<file path="src/hw/rtl/utrb_pkg.sv">
`default_nettype none

package utrb_pkg;

  localparam logic [2:0] ACT_PUT   = 3'd0;
  localparam logic [2:0] ACT_GET   = 3'd1;
  localparam logic [2:0] ACT_READY = 3'd2;
  localparam logic [2:0] ACT_RECV  = 3'd3;
  localparam logic [2:0] ACT_CLEAR = 3'd4;

  localparam logic [7:0] CHAR_CR = 8'h0D;
  localparam logic [7:0] CHAR_LF = 8'h0A;

  typedef struct packed {
    logic [2:0] action;
    logic [7:0] data_byte;
  } item_t;

  typedef struct packed {
    logic [7:0] out_byte;
    logic       out_valid;
    logic       accepted;
    logic       echo_lost;
    logic [6:0] tx_level;
    logic [5:0] rx_level;
    logic       cr_seen;
    logic       lf_seen;
  } result_t;

  typedef enum logic [1:0] {
    ST_IDLE,
    ST_EXEC,
    ST_ECHO,
    ST_OUT
  } state_t;

  typedef struct packed {
    logic capture;
    logic exec;
    logic echo;
    logic load;
  } ctrl_cmd_t;

  typedef struct packed {
    logic out_free;
  } ctrl_sts_t;

endpackage

`default_nettype wire

</file>
<file path="src/hw/rtl/utrb_ctrl.sv">
`default_nettype none

module utrb_ctrl (
  input  wire                  clk,
  input  wire                  rst,
  input  wire                  item_valid,
  output logic                 item_ready,
  input  utrb_pkg::ctrl_sts_t  sts,
  output utrb_pkg::ctrl_cmd_t  cmd
);
  import utrb_pkg::*;

  state_t state;
  state_t state_next;

  always_ff @(posedge clk) begin
    if (rst) begin
      state <= ST_IDLE;
    end else begin
      state <= state_next;
    end
  end

  always_comb begin
    state_next = state;
    case (state)
      ST_IDLE: begin
        if (item_valid) state_next = ST_EXEC;
      end
      ST_EXEC: state_next = ST_ECHO;
      ST_ECHO: state_next = ST_OUT;
      ST_OUT: begin
        if (sts.out_free) state_next = ST_IDLE;
      end
      default: state_next = ST_IDLE;
    endcase
  end

  always_comb begin
    item_ready  = 1'b0;
    cmd         = '0;
    case (state)
      ST_IDLE: begin
        item_ready  = 1'b1;
        cmd.capture = item_valid;
      end
      ST_EXEC: cmd.exec = 1'b1;
      ST_ECHO: cmd.echo = 1'b1;
      ST_OUT:  cmd.load = sts.out_free;
      default: cmd = '0;
    endcase
  end

endmodule

`default_nettype wire

</file>
<file path="src/hw/rtl/utrb_dp.sv">
`default_nettype none

module utrb_dp #(
  parameter int TX_DEPTH = 64,
  parameter int RX_DEPTH = 64
) (
  input  wire                  clk,
  input  wire                  rst,
  input  utrb_pkg::item_t      item,
  input  wire                  cfg_valid,
  input  wire                  cfg_data,
  input  utrb_pkg::ctrl_cmd_t  cmd,
  output utrb_pkg::ctrl_sts_t  sts,
  output logic                 result_valid,
  input  wire                  result_ready,
  output utrb_pkg::result_t    result
);
  import utrb_pkg::*;

  localparam int TX_AW = (TX_DEPTH > 1) ? $clog2(TX_DEPTH) : 1;
  localparam int RX_AW = (RX_DEPTH > 1) ? $clog2(RX_DEPTH) : 1;
  localparam int TX_CW = $clog2(TX_DEPTH + 1);
  localparam int RX_CW = $clog2(RX_DEPTH);

  logic [7:0] tx_mem [TX_DEPTH];
  logic [7:0] rx_mem [RX_DEPTH];
  logic [7:0] tx_rdata;
  logic [7:0] rx_rdata;

  logic [TX_AW-1:0] tx_wr;
  logic [TX_AW-1:0] tx_rd;
  logic [TX_CW-1:0] tx_count;
  logic [RX_AW-1:0] rx_wr;
  logic [RX_AW-1:0] rx_rd;
  logic [RX_CW-1:0] rx_count;
  logic             cr_flag;
  logic             lf_flag;
  logic             echo_enable;

  item_t      cur;
  logic       hit;
  logic       from_rx;
  logic       acc;
  logic       echo_req;
  logic       lost;
  logic [7:0] obyte;

  logic       tx_full;
  logic       tx_push;
  logic       tx_pop;
  logic       rx_push;
  logic       rx_pop;
  logic       echo_push;
  logic [7:0] tx_wdata;
  logic [31:0] tx_level_wide;
  logic [31:0] rx_level_wide;

  assign tx_full = (tx_count == TX_CW'(TX_DEPTH));

  always_comb begin
    tx_push   = 1'b0;
    tx_pop    = 1'b0;
    rx_push   = 1'b0;
    rx_pop    = 1'b0;
    echo_push = cmd.echo && echo_req && !tx_full;
    tx_wdata  = cur.data_byte;
    if (cmd.exec) begin
      case (cur.action)
        ACT_PUT:   tx_push = !tx_full;
        ACT_GET:   rx_pop  = (rx_count != '0);
        ACT_READY: tx_pop  = (tx_count != '0);
        ACT_RECV:  rx_push = (rx_count != RX_CW'(RX_DEPTH - 1));
        default:   tx_push = 1'b0;
      endcase
    end
    if (echo_push) begin
      tx_push  = 1'b1;
      tx_wdata = rx_rdata;
    end
  end

  always_ff @(posedge clk) begin
    if (tx_push) tx_mem[tx_wr] <= tx_wdata;
    tx_rdata <= tx_mem[tx_rd];
  end

  always_ff @(posedge clk) begin
    if (rx_push) rx_mem[rx_wr] <= cur.data_byte;
    rx_rdata <= rx_mem[rx_rd];
  end

  always_ff @(posedge clk) begin
    if (rst) begin
      tx_wr       <= '0;
      tx_rd       <= '0;
      tx_count    <= '0;
      rx_wr       <= '0;
      rx_rd       <= '0;
      rx_count    <= '0;
      cr_flag     <= 1'b0;
      lf_flag     <= 1'b0;
      echo_enable <= 1'b0;
    end else begin
      if (cfg_valid) echo_enable <= cfg_data;
      if (tx_push) tx_wr <= (tx_wr == TX_AW'(TX_DEPTH - 1)) ? '0 : tx_wr + 1'b1;
      if (tx_pop)  tx_rd <= (tx_rd == TX_AW'(TX_DEPTH - 1)) ? '0 : tx_rd + 1'b1;
      if (tx_push && !tx_pop) tx_count <= tx_count + 1'b1;
      if (tx_pop && !tx_push) tx_count <= tx_count - 1'b1;
      if (rx_push) begin
        rx_wr    <= (rx_wr == RX_AW'(RX_DEPTH - 1)) ? '0 : rx_wr + 1'b1;
        rx_count <= rx_count + 1'b1;
      end
      if (rx_pop) begin
        rx_rd    <= (rx_rd == RX_AW'(RX_DEPTH - 1)) ? '0 : rx_rd + 1'b1;
        rx_count <= rx_count - 1'b1;
      end
      if (cmd.exec && cur.action == ACT_RECV) begin
        if (cur.data_byte == CHAR_CR) cr_flag <= 1'b1;
        if (cur.data_byte == CHAR_LF) lf_flag <= 1'b1;
      end
      if (cmd.exec && cur.action == ACT_CLEAR) begin
        cr_flag <= 1'b0;
        lf_flag <= 1'b0;
      end
    end
  end

  always_ff @(posedge clk) begin
    if (cmd.capture) cur <= item;
    if (cmd.exec) begin
      hit      <= rx_pop || tx_pop;
      from_rx  <= rx_pop;
      acc      <= tx_push || rx_push;
      echo_req <= rx_pop && echo_enable;
      lost     <= 1'b0;
    end
    if (cmd.echo) begin
      obyte <= hit ? (from_rx ? rx_rdata : tx_rdata) : 8'h00;
      lost  <= echo_req && tx_full;
    end
  end

  assign sts.out_free = !result_valid || result_ready;

  assign tx_level_wide = 32'(tx_count);
  assign rx_level_wide = 32'(rx_count);

  always_ff @(posedge clk) begin
    if (rst) begin
      result_valid <= 1'b0;
    end else if (cmd.load) begin
      result_valid <= 1'b1;
    end else if (result_ready) begin
      result_valid <= 1'b0;
    end
  end

  always_ff @(posedge clk) begin
    if (cmd.load) begin
      result.out_byte  <= obyte;
      result.out_valid <= hit;
      result.accepted  <= acc;
      result.echo_lost <= lost;
      result.tx_level  <= tx_level_wide[6:0];
      result.rx_level  <= rx_level_wide[5:0];
      result.cr_seen   <= cr_flag;
      result.lf_seen   <= lf_flag;
    end
  end

endmodule

`default_nettype wire

</file>
<file path="src/hw/rtl/uart_tx_rx_ring_buffers.sv">
`default_nettype none

// Channel   Handshake                Payload
// item      item_valid/item_ready    item (action, data_byte)
// result    result_valid/result_ready result (one per item)
// cfg       cfg_valid/cfg_ready      cfg_data (echo_enable)
//
// Each item steps through accept, execute (ring update, memory read issued),
// echo (read data captured, echo written into the transmit ring), load result.
// The result register frees the input side while a result waits to transfer.
// A stalled result holds the controller in its load step; no new item is taken.
// Synchronous reset empties both rings and clears flags and echo_enable.

module uart_tx_rx_ring_buffers #(
  parameter int TX_DEPTH = 64,
  parameter int RX_DEPTH = 64
) (
  input  wire                clk,
  input  wire                rst,
  input  wire                item_valid,
  output logic               item_ready,
  input  utrb_pkg::item_t    item,
  output logic               result_valid,
  input  wire                result_ready,
  output utrb_pkg::result_t  result,
  input  wire                cfg_valid,
  output logic               cfg_ready,
  input  wire                cfg_data
);
  import utrb_pkg::*;

  ctrl_cmd_t cmd;
  ctrl_sts_t sts;

  assign cfg_ready = 1'b1;

  utrb_ctrl u_ctrl (
    .clk        (clk),
    .rst        (rst),
    .item_valid (item_valid),
    .item_ready (item_ready),
    .sts        (sts),
    .cmd        (cmd)
  );

  utrb_dp #(
    .TX_DEPTH (TX_DEPTH),
    .RX_DEPTH (RX_DEPTH)
  ) u_dp (
    .clk          (clk),
    .rst          (rst),
    .item         (item),
    .cfg_valid    (cfg_valid && cfg_ready),
    .cfg_data     (cfg_data),
    .cmd          (cmd),
    .sts          (sts),
    .result_valid (result_valid),
    .result_ready (result_ready),
    .result       (result)
  );

  a_cmd_onehot: assert property (@(posedge clk) disable iff (rst)
    $onehot0({cmd.capture, cmd.exec, cmd.echo, cmd.load}))
    else $error("more than one datapath command active");

  a_accept_exec: assert property (@(posedge clk) disable iff (rst)
    (item_valid && item_ready) |=> cmd.exec)
    else $error("accepted item not executed next cycle");

  a_exec_echo: assert property (@(posedge clk) disable iff (rst)
    cmd.exec |=> cmd.echo)
    else $error("echo step missing after execute");

  a_load_free: assert property (@(posedge clk) disable iff (rst)
    cmd.load |-> (!result_valid || result_ready))
    else $error("result overwritten before transfer");

endmodule

`default_nettype wire
</file>
<file path="config.mk">
export PLATFORM = sky130hd
export DESIGN_NAME = uart_tx_rx_ring_buffers
export DESIGN_NICKNAME = d
export VERILOG_FILES = /design/src/hw/rtl/utrb_pkg.sv /design/src/hw/rtl/utrb_ctrl.sv /design/src/hw/rtl/utrb_dp.sv /design/src/hw/rtl/uart_tx_rx_ring_buffers.sv
export SDC_FILE = /design/constraint.sdc
export NUM_CORES = 1
export LEC_CHECK = 0
export BUFFER_PORTS_ARGS = -buffer_cell sky130_fd_sc_hd__buf_2
export CAP_MARGIN = 20
export CORE_ASPECT_RATIO = 1.75
export CORE_MARGIN = 8
export CORE_UTILIZATION = 55
export DETAILED_ROUTE_END_ITERATION = 12
export PLACE_DENSITY_LB_ADDON = 0.1
export SLEW_MARGIN = 10
export SYNTH_ARGS = -nofsm -noshare
export SYNTH_HDL_FRONTEND = slang
export SYNTH_SLANG_ARGS = --single-unit
</file>
<file path="constraint.sdc">
create_clock -name clk -period 6.55 [get_ports clk]
set_input_delay 0.3275 -clock clk [delete_from_list [all_inputs] [get_ports clk]]
set_output_delay 0.3275 -clock clk [all_outputs]
set_load 0.02 [all_outputs]
</file>
==> After elaboration in Yosys (flattened, before gate mapping) <==
Memories as Yosys holds them, arrays and structs flattened. A register that Yosys moved wholly into a read port is not among the register bits.
Cells that the tools add are included.
{ "totals": {"register_bits": 93, "ram_bits": 1024, "inputBits": 17, "elab_cells": 116, "mem_count": 2} }
{ "memory_table": {"columns": ["memory", "words", "word_bits", "rd", "rd_clocked_by_memory_dff", "write_ports", "line_no", "rtl"], "rows": [
  ["u_dp.rx_mem", 64, 8, 1, 1, 1, "utrb_dp.sv:26", "logic [7:0] rx_mem [RX_DEPTH];"],
  ["u_dp.tx_mem", 64, 8, 1, 1, 1, "utrb_dp.sv:25", "logic [7:0] tx_mem [TX_DEPTH];"]
]} }
{ "op_classes": {"n_addsub": 8, "eq_ne": 17, "mux": 35, "reduce_logical": 27} }
{ "ops": {"columns": ["operator", "n"], "rows": [
  ["$mux W6", 6],
  ["$add A6 B1 Y6 const B", 5],
  ["$eq A6 B6 Y1 const B", 4],
  ["$mux W1", 22],
  ["$eq A8 B4 Y1 const B", 2],
  ["$mux W8", 2],
  ["$mux W7", 2],
  ["$logic_and A1 B1 Y1", 8],
  ["$pmux W2 S4", 1],
  ["$reduce_bool A2 Y1", 4],
  ["$add A7 B1 Y7 const B", 1],
  ["$eq A7 B7 Y1 const B", 1],
  ["$reduce_bool A7 Y1", 1],
  ["$sub A7 B1 Y7 const B", 1],
  ["$eq A3 B2 Y1 const B", 2],
  ["$ne A6 B6 Y1 const B", 1],
  ["$reduce_and A2 Y1", 3],
  ["$reduce_bool A6 Y1", 1],
  ["$sub A6 B1 Y6 const B", 1],
  ["$eq A2 B2 Y1 const B", 2],
  ["$logic_not A1 Y1", 4],
  ["$mux W2", 2],
  ["$eq A3 B1 Y1 const B", 1],
  ["$eq A3 B3 Y1 const B", 1],
  ["7 further kinds", 9]
]} }

==> Logic depth before layout (Yosys ltp) <==
Gate-level depths: netlist (run 1).
{ "logic_depth": {"depth_word": 8, "ltp_mapped": 13, "depth_no_buf": 13} }

==> By module <==
A second synthesis (run 1) with hierarchy kept.
{ "hier_totals": {"cells_unflattened": 2257, "hier_area_um2": 44244.9} }
{ "modules_own_cells": {"columns": ["mod", "n_inst", "cells_per_inst", "area_per_inst_um2"], "rows": [
  ["utrb_dp", 1, 2236, 44062.3],
  ["utrb_ctrl", 1, 19, 171.4],
  ["uart_tx_rx_ring_buffers", 1, 2, 11.3]
]} }

==> Worst setup path before layout (run 1) <==
OpenSTA, ideal clock, no wires.
{ "synth_path": {"kind": "register to register", "start": "reg u_ctrl.state[1]", "end": "reg u_dp.tx_count[6]", "setup_time_ns": 0.121, "arrival_time_ns": 3.207, "t_required_ns": 6.429, "slack_ns": 3.222, "path_stages_with_launch": 13, "path_buffers": 0, "synth_period_minus_slack_ns": 3.328, "path_cell_list": "dfxtp_1 inv_1 ha_1 or4b_4 a32oi_4 inv_1 ha_1 ha_1 nor2b_1 o21a_1 o21a_1 o211ai_1 mux2_2"} }
{ "synth_via": {"elab_chain_cells": 8} }
{ "synth_rtl": {"columns": ["element", "line_no", "rtl"], "rows": [
  ["start, declared", "utrb_ctrl.sv:13", "state_t state;"],
  ["start signal, assigned", "utrb_ctrl.sv:20", "state <= state_next;"],
  ["$eq A2 B2 Y1", "utrb_ctrl.sv:42", "case (state)"],
  ["$mux W1", "utrb_ctrl.sv:42", null],
  ["$logic_and A1 B1 Y1 (2 in series)", "utrb_dp.sv:65", "echo_push = cmd.echo && echo_req && !tx_full;"],
  ["$mux W1", "utrb_dp.sv:76", "if (echo_push) begin"],
  ["$logic_not A1 Y1", "utrb_dp.sv:108", "if (tx_pop && !tx_push) tx_count <= tx_count - 1'b1;"],
  ["$logic_and A1 B1 Y1", "utrb_dp.sv:108", null],
  ["$mux W7 or $reduce_bool A2 Y1 (tied branches)", null, null],
  ["end signal, assigned", "utrb_dp.sv:107", "if (tx_push && !tx_pop) tx_count <= tx_count + 1'b1;"],
  ["end signal, assigned", "utrb_dp.sv:108", null],
  ["end, declared", "utrb_dp.sv:32", "logic [TX_CW-1:0] tx_count;"]
]} }
Several ways; a longest one is shown, not always the timed one.
A chain may end at the register's enable or synchronous reset.

==> Worst setup path after layout (run 1) <==
Same ends and word-level chain as after synthesis.

==> results.md, run 1 <==
* WP data arrival at 4.33 ns
* Synthesized flop and latch total at around 1100
* Count of cell types in the netlist at 67
* # DRC at 0
* Fmax at between 200 and 300 MHz
* Top delay family on crit path: adder cells
* Count of input and output buffers at 44
* RSZ-0062 raised after global routing: false
* Number of synthesized flops with an enable pin at ~1100
* Critical Path Max Stage Delay at 0.52 ns
* Vias at 21254
* Initial drt markers at 1808
* Ys async rst share at 0%
* Initial core utilization at 55.45%
* Largest net degree at the start of global routing at 85
* CP max-delay cell: or4b_4
* Synth Flop Type: edfxtp_1
* CTS tree: yes
* Leakage at 0.01483 uW
* Worst setup EP type: flip-flop
* Warning count from the yosys run at 0
* Root Driver: clkbuf_16
* Endpoints failing setup at 0
* Sequential share of the synthesized area at 75.80%
* Ports at 46
* Initial antenna violation count at 0
* WP depth at 12
* Hold_buf cts at 14
* Inserted Diodes at 0
* Fin crit share at between 50% and 60%
* CP Launch Type: flip-flop
* Crit path max fanout at 9
* Count of nets after finishing at between 2000 and 2500
* Worst hold path class: input port to flip-flop
* Reg2Reg Depth at 12
* Post-DP HPWL at 63630 um
* Drt pass-1 iters at 5
* Syn-to-layout area delta at 10.46%
* Total CTS buffers at 99
* Die span in y at between 300 and 400 um
* Critical path cell sequence: inv_1 -> ha_1 -> or4b_4 -> a32oi_4 -> inv_1 -> ha_1 -> ha_1 -> nor2b_1 -> o21a_1 -> o21a_1 -> o211ai_1 -> mux2_2
* First-pass GRT wire length at 146700 um
* Max-slew violation count at 0
* Final hold vios at 0
* Die area at 89860 sq um
* Post-Syn Area per Cell at 19.49 sq um
* Total negative slack at 0 ns
* Hold path depth at 3
* CP Data Required Time at 7.13 ns
* Worst IR Drop VDD at 0.0002473 V
* Final Util at about 61%
* Clock sink count at around 1100
* Cell Area, Synth at roughly 44000 sq um
* Vias per cell at roughly 6.1
* Gr usage total at 22.11%
* Die Width at 230.1 um
* WL met3 at 3749 um
* Row count at around 140
* Pwr Density at 312.5 nW/um^2
* WL/cell at 28.52 um
* CTS clock-pin slew for the worst setup and hold paths at around 0.070 ns
* Clock Skews at 0.02285 ns
* Vias in the first global route at about 23000
* Highest metal used: met4
* Syn Nets at 2301
* Worst-skew pair later-pin latency at 0.69 ns
* Status: complete, no violations
* Post-CTS sizing at 0
* Most common cell on crit path: ha_1
* Syn Inst Count at ~2300
* H-Tree Depth at 3
* Fillers at 5670
* Setup CP Type: flip-flop to flip-flop
* Post CTS Setup Buffer Count at 0
* Slew Limit Headroom at 36.29%
* Final wirelength at 98720 um
* Worst-Margin Slew at roughly 0.95 ns
* WL met1 at 34850 um
* Max cap viols at 0
* Share of cells above drive strength 1 at 20.17%
* Crit path time final at 3.754 ns
* WP buf/inv at 2
* Gp weighted congestion at 0.8997
* Core area at around 80000 sq um
* CTS max path bufs at 3
* Met2 WL at 54210 um
* Grt ovf at 0
* Final ANT Viol Nets at 0
metrics by stage:
stage / hold slack, ns / area (sq um) / instances / setup slack (ns) / total power [uW]
after floorplan: 0.4003 / 44100 / 2263 / 3.222 / 9156
final: 0.1935 / 48720 / 3461 / 2.796 / 15220
after CTS: 0.1666 / 48720 / 3461 / 2.817 / 15350
after detailed placement: 0.4054 / 45390 / 3261 / 2.828 / 9666
after global routing: 0.2036 / 48720 / 3461 / 2.630 / 15650
after global placement: 0.4053 / 45390 / 3261 / 2.917 / 9622
worst paths after layout:
| check | start | to | slack [ns] |
|---|---|---|---|
| setup reg to reg | u_ctrl.state[1] | u_dp.tx_count[6] | 2.80 |
| hold / removal | rst | u_dp.tx_rd[2] | 0.19 |
| setup / recovery | u_ctrl.state[1] | u_dp.tx_count[6] | 2.80 |
| hold reg to reg | u_dp.obyte[2] | u_dp.result[20] | 0.42 |
cells by family (layout without fill, tap and decap cells):
logic type,count (synthesis),count (layout),synth area share (%)
AO/OA/AOI/OAI,227,227,3.685
other,1,1,0.008503
AND/OR/NAND/NOR,394,394,4.199
buffers and inverters,136,292,1.384
flip-flops,1133,1133,75.80
XOR/XNOR,21,21,0.4170
multiplexers,330,330,13.87
adder cells (fa/ha/maj),21,21,0.6298
per-layer routing:
metal,track usage [%],vias to the layer above
li1,-,9368
met1,24.25,11053
met2,40.71,613
met3,2.657,220
met4,13.07,0
met5,0,-
worst register-to-register path, delay by kind of cell (launching register included):
kind / cells / cell delay, ns
fa+ha+maj: 3 / 1.06
mux: 1 / 0.36
compound gates: 4 / 0.98
simple gates: 2 / 0.67
buf+inv: 2 / 0.25
flops: 1 / 0.34
synth_stat cells, types with 11 or more instances:
master | count | area, sq um
edfxtp_1 | 1074 | 32250
mux4_2 | 224 | 5045
nor2_1 | 182 | 683.2
mux2i_1 | 96 | 960.9
nand2_1 | 82 | 307.8
a22oi_1 | 72 | 540.5
dfxtp_1 | 59 | 1181
clkbuf_1 | 49 | 183.9
buf_2 | 37 | 185.2
a21oi_1 | 33 | 165.2
nor2b_1 | 28 | 175.2
buf_1 | 24 | 90.09
nor3_1 | 24 | 120.1
ha_1 | 19 | 237.7
o21ai_0 | 18 | 90.09
o31ai_1 | 18 | 135.1
a22o_1 | 16 | 140.1
o221ai_1 | 16 | 140.1
o22ai_1 | 16 | 100.1
xor2_1 | 14 | 122.6
buf_4 | 12 | 90.09
inv_1 | 12 | 45.04
a211oi_1 | 11 | 82.58
layout by cell type (no fill, tap or decap), types with 14 or more instances in the layout:
master	count
clkinv_1	21
o21ai_0	18
a21oi_1	32
dlygate4sd3_1	14
buf_2	44
mux2i_1	96
xor2_1	14
edfxtp_1	1074
o22ai_1	16
nor3_1	24
ha_1	19
a22o_1	16
a22oi_1	72
nand2_1	82
buf_4	33
clkinv_2	24
mux4_2	224
clkbuf_16	102
clkbuf_1	16
nor2b_1	27
nor2_1	182
o221ai_1	16
dfxtp_1	53
o31ai_1	18
power breakdown:
part | switching [uW] | total [uW] | internal [uW]
Sequential | 70.7 | 8520 | 8450
Clock | 2570 | 5730 | 3150
Combinational | 786 | 975 | 190
Total | 3430 | 15200 | 11800
sequential cells by signal, indices dropped and copies added, names as in the netlist, 2 cells and up:
name / count
u_dp.result: 26
u_dp.cur: 11
u_dp.tx_rd: 6
u_dp.tx_count: 7
u_dp.obyte: 8
u_dp.rx_wr: 6
u_dp.rx_rdata: 8
u_dp.rx_mem: 512
u_dp.rx_count: 6
u_dp.tx_mem: 512
u_dp.tx_wr: 6
u_dp.tx_rdata: 8
u_dp.rx_rd: 6
u_ctrl.state: 2
area by class of cell:
type | instances | area [sq um] | share of cell area, %
Inverter | 12 | 45.04 | 0.09246
Clock inverter | 59 | 446.7 | 0.9169
Tap cell | 1042 | 1304 | 2.676
Sequential cell | 1133 | 33450 | 68.66
Timing Repair Buffer | 94 | 668.1 | 1.371
Clock buffer | 127 | 2736 | 5.617
Multi-Input combinational cell | 994 | 10070 | 20.66
No activity file was read; power rests on OpenSTA's default activity.
==> run 2: changes to the inputs <==
--- a/config.mk
+++ b/config.mk
@@ -5,6 +5,7 @@
 export SDC_FILE = /design/constraint.sdc
 export NUM_CORES = 1
 export LEC_CHECK = 0
+export ABC_AREA = 1
 export BUFFER_PORTS_ARGS = -buffer_cell sky130_fd_sc_hd__buf_2
 export CAP_MARGIN = 20
 export CORE_ASPECT_RATIO = 1.75
==> constraint.sdc (replaced) <==
create_clock -name clk -period 3.7 [get_ports clk]
set_input_delay 0.185 -clock clk [delete_from_list [all_inputs] [get_ports clk]]
set_output_delay 0.185 -clock clk [all_outputs]
set_load 0.02 [all_outputs]
==> run 2 against run 1 <==
Effect of this change: via count increased by 52%; final area grew 11%; synthesized area grew 9.8%; routed wire length grew 32%; non-clock buffer count is 143 higher; critical path type unchanged; first-iteration DRC count up 37%; power grew 93%.
==> results.md, run 2 <==
* Die area at 98140 sq um
* Grt ovf at 0
* Cell Area, Synth at 48410 sq um
* Initial drt markers at approximately 2500
* Clock Skews at 0.02686 ns
* Root Driver: clkbuf_16
* Ports at 46
* WL/cell at 21.53 um
* Final wirelength at 129800 um
* Leakage at 0.02178 uW
* Die Width at 240.3 um
* Post-DP HPWL at 83470 um
* Share of cells above drive strength 1 at between 8 and 9%
* Setup CP Type: flip-flop to flip-flop
* Ys async rst share at 0%
* Fin crit share at between 80% and 90%
* Inserted Diodes at 0
* Gp weighted congestion at approximately 0.99
* Regs by FF count: u_dp.rx_mem x512, u_dp.tx_mem x512, u_dp.result x26
* CTS max path bufs at 3
* Number of synthesized flops with an enable pin at 1074
* CP Launch Type: flip-flop
* Slew Limit Headroom at 32.64%
* CTS tree: yes
* Count leader, synth: nand2_1
* Row count at 144
* Crit path time final at roughly 3.1 ns
* Initial core utilization at between 50% and 60%
* Final ANT Viol Nets at 0
* Vias per cell at between 5 and 6
* Worst-skew pair later-pin latency at 0.69 ns
* R2R Setup Slk at 0.57 ns
* Die span in y at 408.5 um
* Syn-to-layout area delta at 12.04%
* Synthesized flop and latch total at 1133
* Count of nets after finishing at 4815
* Slack of the critical path at 0.5654 ns
* # DRC at 0
* Total negative slack at 0 ns
* Crit path max fanout at 11
* Post-route cell area at 54240 sq um
* Drt pass-1 iters at 6
* Share of the synthesized area in the top cell type at 66.62%
* Final Util at between 60% and 70%
* Post-synth top area cell: edfxtp_1
* Most common cell after layout, fill and taps aside: nand2_1
* Post CTS Setup Buffer Count at 0
* Max-slew violation count at 0
* Most common cell on crit path: nand2_1
* Largest net degree at the start of global routing at 139
* Gr usage total at 26.56%
* CP Data Required Time at 4.01 ns
* WP data arrival at 3.44 ns
* Critical Path Max Stage Delay at 0.71 ns
* Synth Flop Type: edfxtp_1
* CTS clock-pin slew for the worst setup and hold paths at 0.06 ns
* Vias in the first global route at 32698
* Max cap viols at 0
* Fmax at 319.0 MHz
* Worst setup EP type: flip-flop
* First-pass GRT wire length at 194100 um
* Count of input and output buffers at 44
* Worst-Margin Slew at 1.010 ns
* RSZ-0062 raised after global routing: false
* Ranking of synthesized cells by area: edfxtp_1, nand2_1, nand3_1, inv_1, nor2_1
* Worst hold path class: input port to flip-flop
* Syn Inst Count at 4655
* Core area at 87560 sq um
* Pwr Density at 541.4 nW/um^2
* CP max-delay cell: nor2_1
* Sequential share of the synthesized area at 69.06%
* Critical path cell sequence: inv_1 -> ha_1 -> nand2_1 -> o21ai_1 -> nand2_1 -> inv_2 -> nand2_1 -> nor2_1
* Warning count from the yosys run at 0
* Worst IR Drop VDD at just under 0.0004 V
* Worst slack, placed at 0.6615 ns
* Clock sink count at 1133
* Vias at 32355
* H-Tree Depth at 3
* Commonest non-fill, non-tap cells in the layout: nand2_1, edfxtp_1, inv_1
* Initial antenna violation count at 0
* Synth top cells by count: nand2_1, edfxtp_1, inv_1
* Post-Syn Area per Cell at 10.40 sq um
* Syn Nets at 4693
* Total CTS buffers at 99
* Status: complete, no violations
* Final hold vios at 0
* Count of cell types in the netlist at 40
* Fillers at 7250
* Placed instance area at 50610 sq um
* Endpoints failing setup at 0
## run 2: cell count changes after synthesis, sizes merged, moves of 96 or more
cell and change:
nor2 +307, inv +545, nand2 +1302, mux2i -96
o21ai +166, mux4 -224, buf +97, nand3 +505
## run 2: cell families after synthesis
kind of cell	after synthesis	synth area share (%)
and+or+nand+nor	2435	20.55
DFF	1133	69.06
buffers and inverters	784	6.784
AOI/OAI and AO/OA	270	2.822
adders and majority gates	21	0.5738
xor gates and xnor gates	11	0.1990
other	1	0.007746
## run 2: cell type report
class	instances	area, sq um	area share [%]
clock buffer	127	2728	5.029
clock inverter	59	703.2	1.296
inverter	568	2147	3.958
multi-input combinational	2738	11800	21.75
sequential	1133	33450	61.67
tap	1168	1461	2.694
timing repair buffer	237	1957	3.608
## run 2: through the flow
stage	hold WS, ns	total power [uW]	instances
floorplan	0.2839	17180	4655
global placement	0.3642	18800	5826
detailed placement	0.3634	18820	5826
CTS	0.1747	29560	6029
global route	0.1913	30240	6030
finish	0.2228	29370	6030
## run 2: repair_timing
action / 4_1_cts / 5_1_grt
gates resized for setup: 0 / 0
endpoints found under the hold margin: 15 / 0
setup endpoints to repair: 0 / 0
hold buffers: 17 / 0
## run 2: power breakdown
| group | internal (uW) | switching (uW) | leakage (uW) | total [uW] |
|---|---|---|---|---|
| Sequential | 15100 | 189 | 0.0102 | 15300 |
| Clock | 6270 | 4570 | 0.00167 | 10800 |
| Combinational | 675 | 2540 | 0.00995 | 3220 |
| Total | 22100 | 7300 | 0.0218 | 29400 |
## run 2: routing by layer
metal | vias up | GRT usage (%) | routed length (um)
met3 | 373 | 3.093 | 6093
met2 | 1012 | 49.19 | 69650
met1 | 15466 | 27.65 | 44380
met4 | 0 | 17.84 | 9696
li1 | 15504 | - | -
met5 | - | 0 | 0
## run 2: worst paths after layout
path / start / endpoint / cells after the start
max: u_ctrl.state[1] / u_dp.tx_mem[23][7] / 8
min: item[4] / u_dp.cur[4] / 2
max reg2reg: u_ctrl.state[1] / u_dp.tx_mem[23][7] / 8
min reg2reg: u_dp.obyte[7] / u_dp.result[25] / 0
## run 2: critical path: cells and delay by family, from the launching register on
kind	cells	cell delay (ns)
AOI/OAI and AO/OA	1	0.16
and+or+nand+nor	4	1.55
buffers and inverters	2	0.39
DFF	1	0.33
adders and majority gates	1	0.33
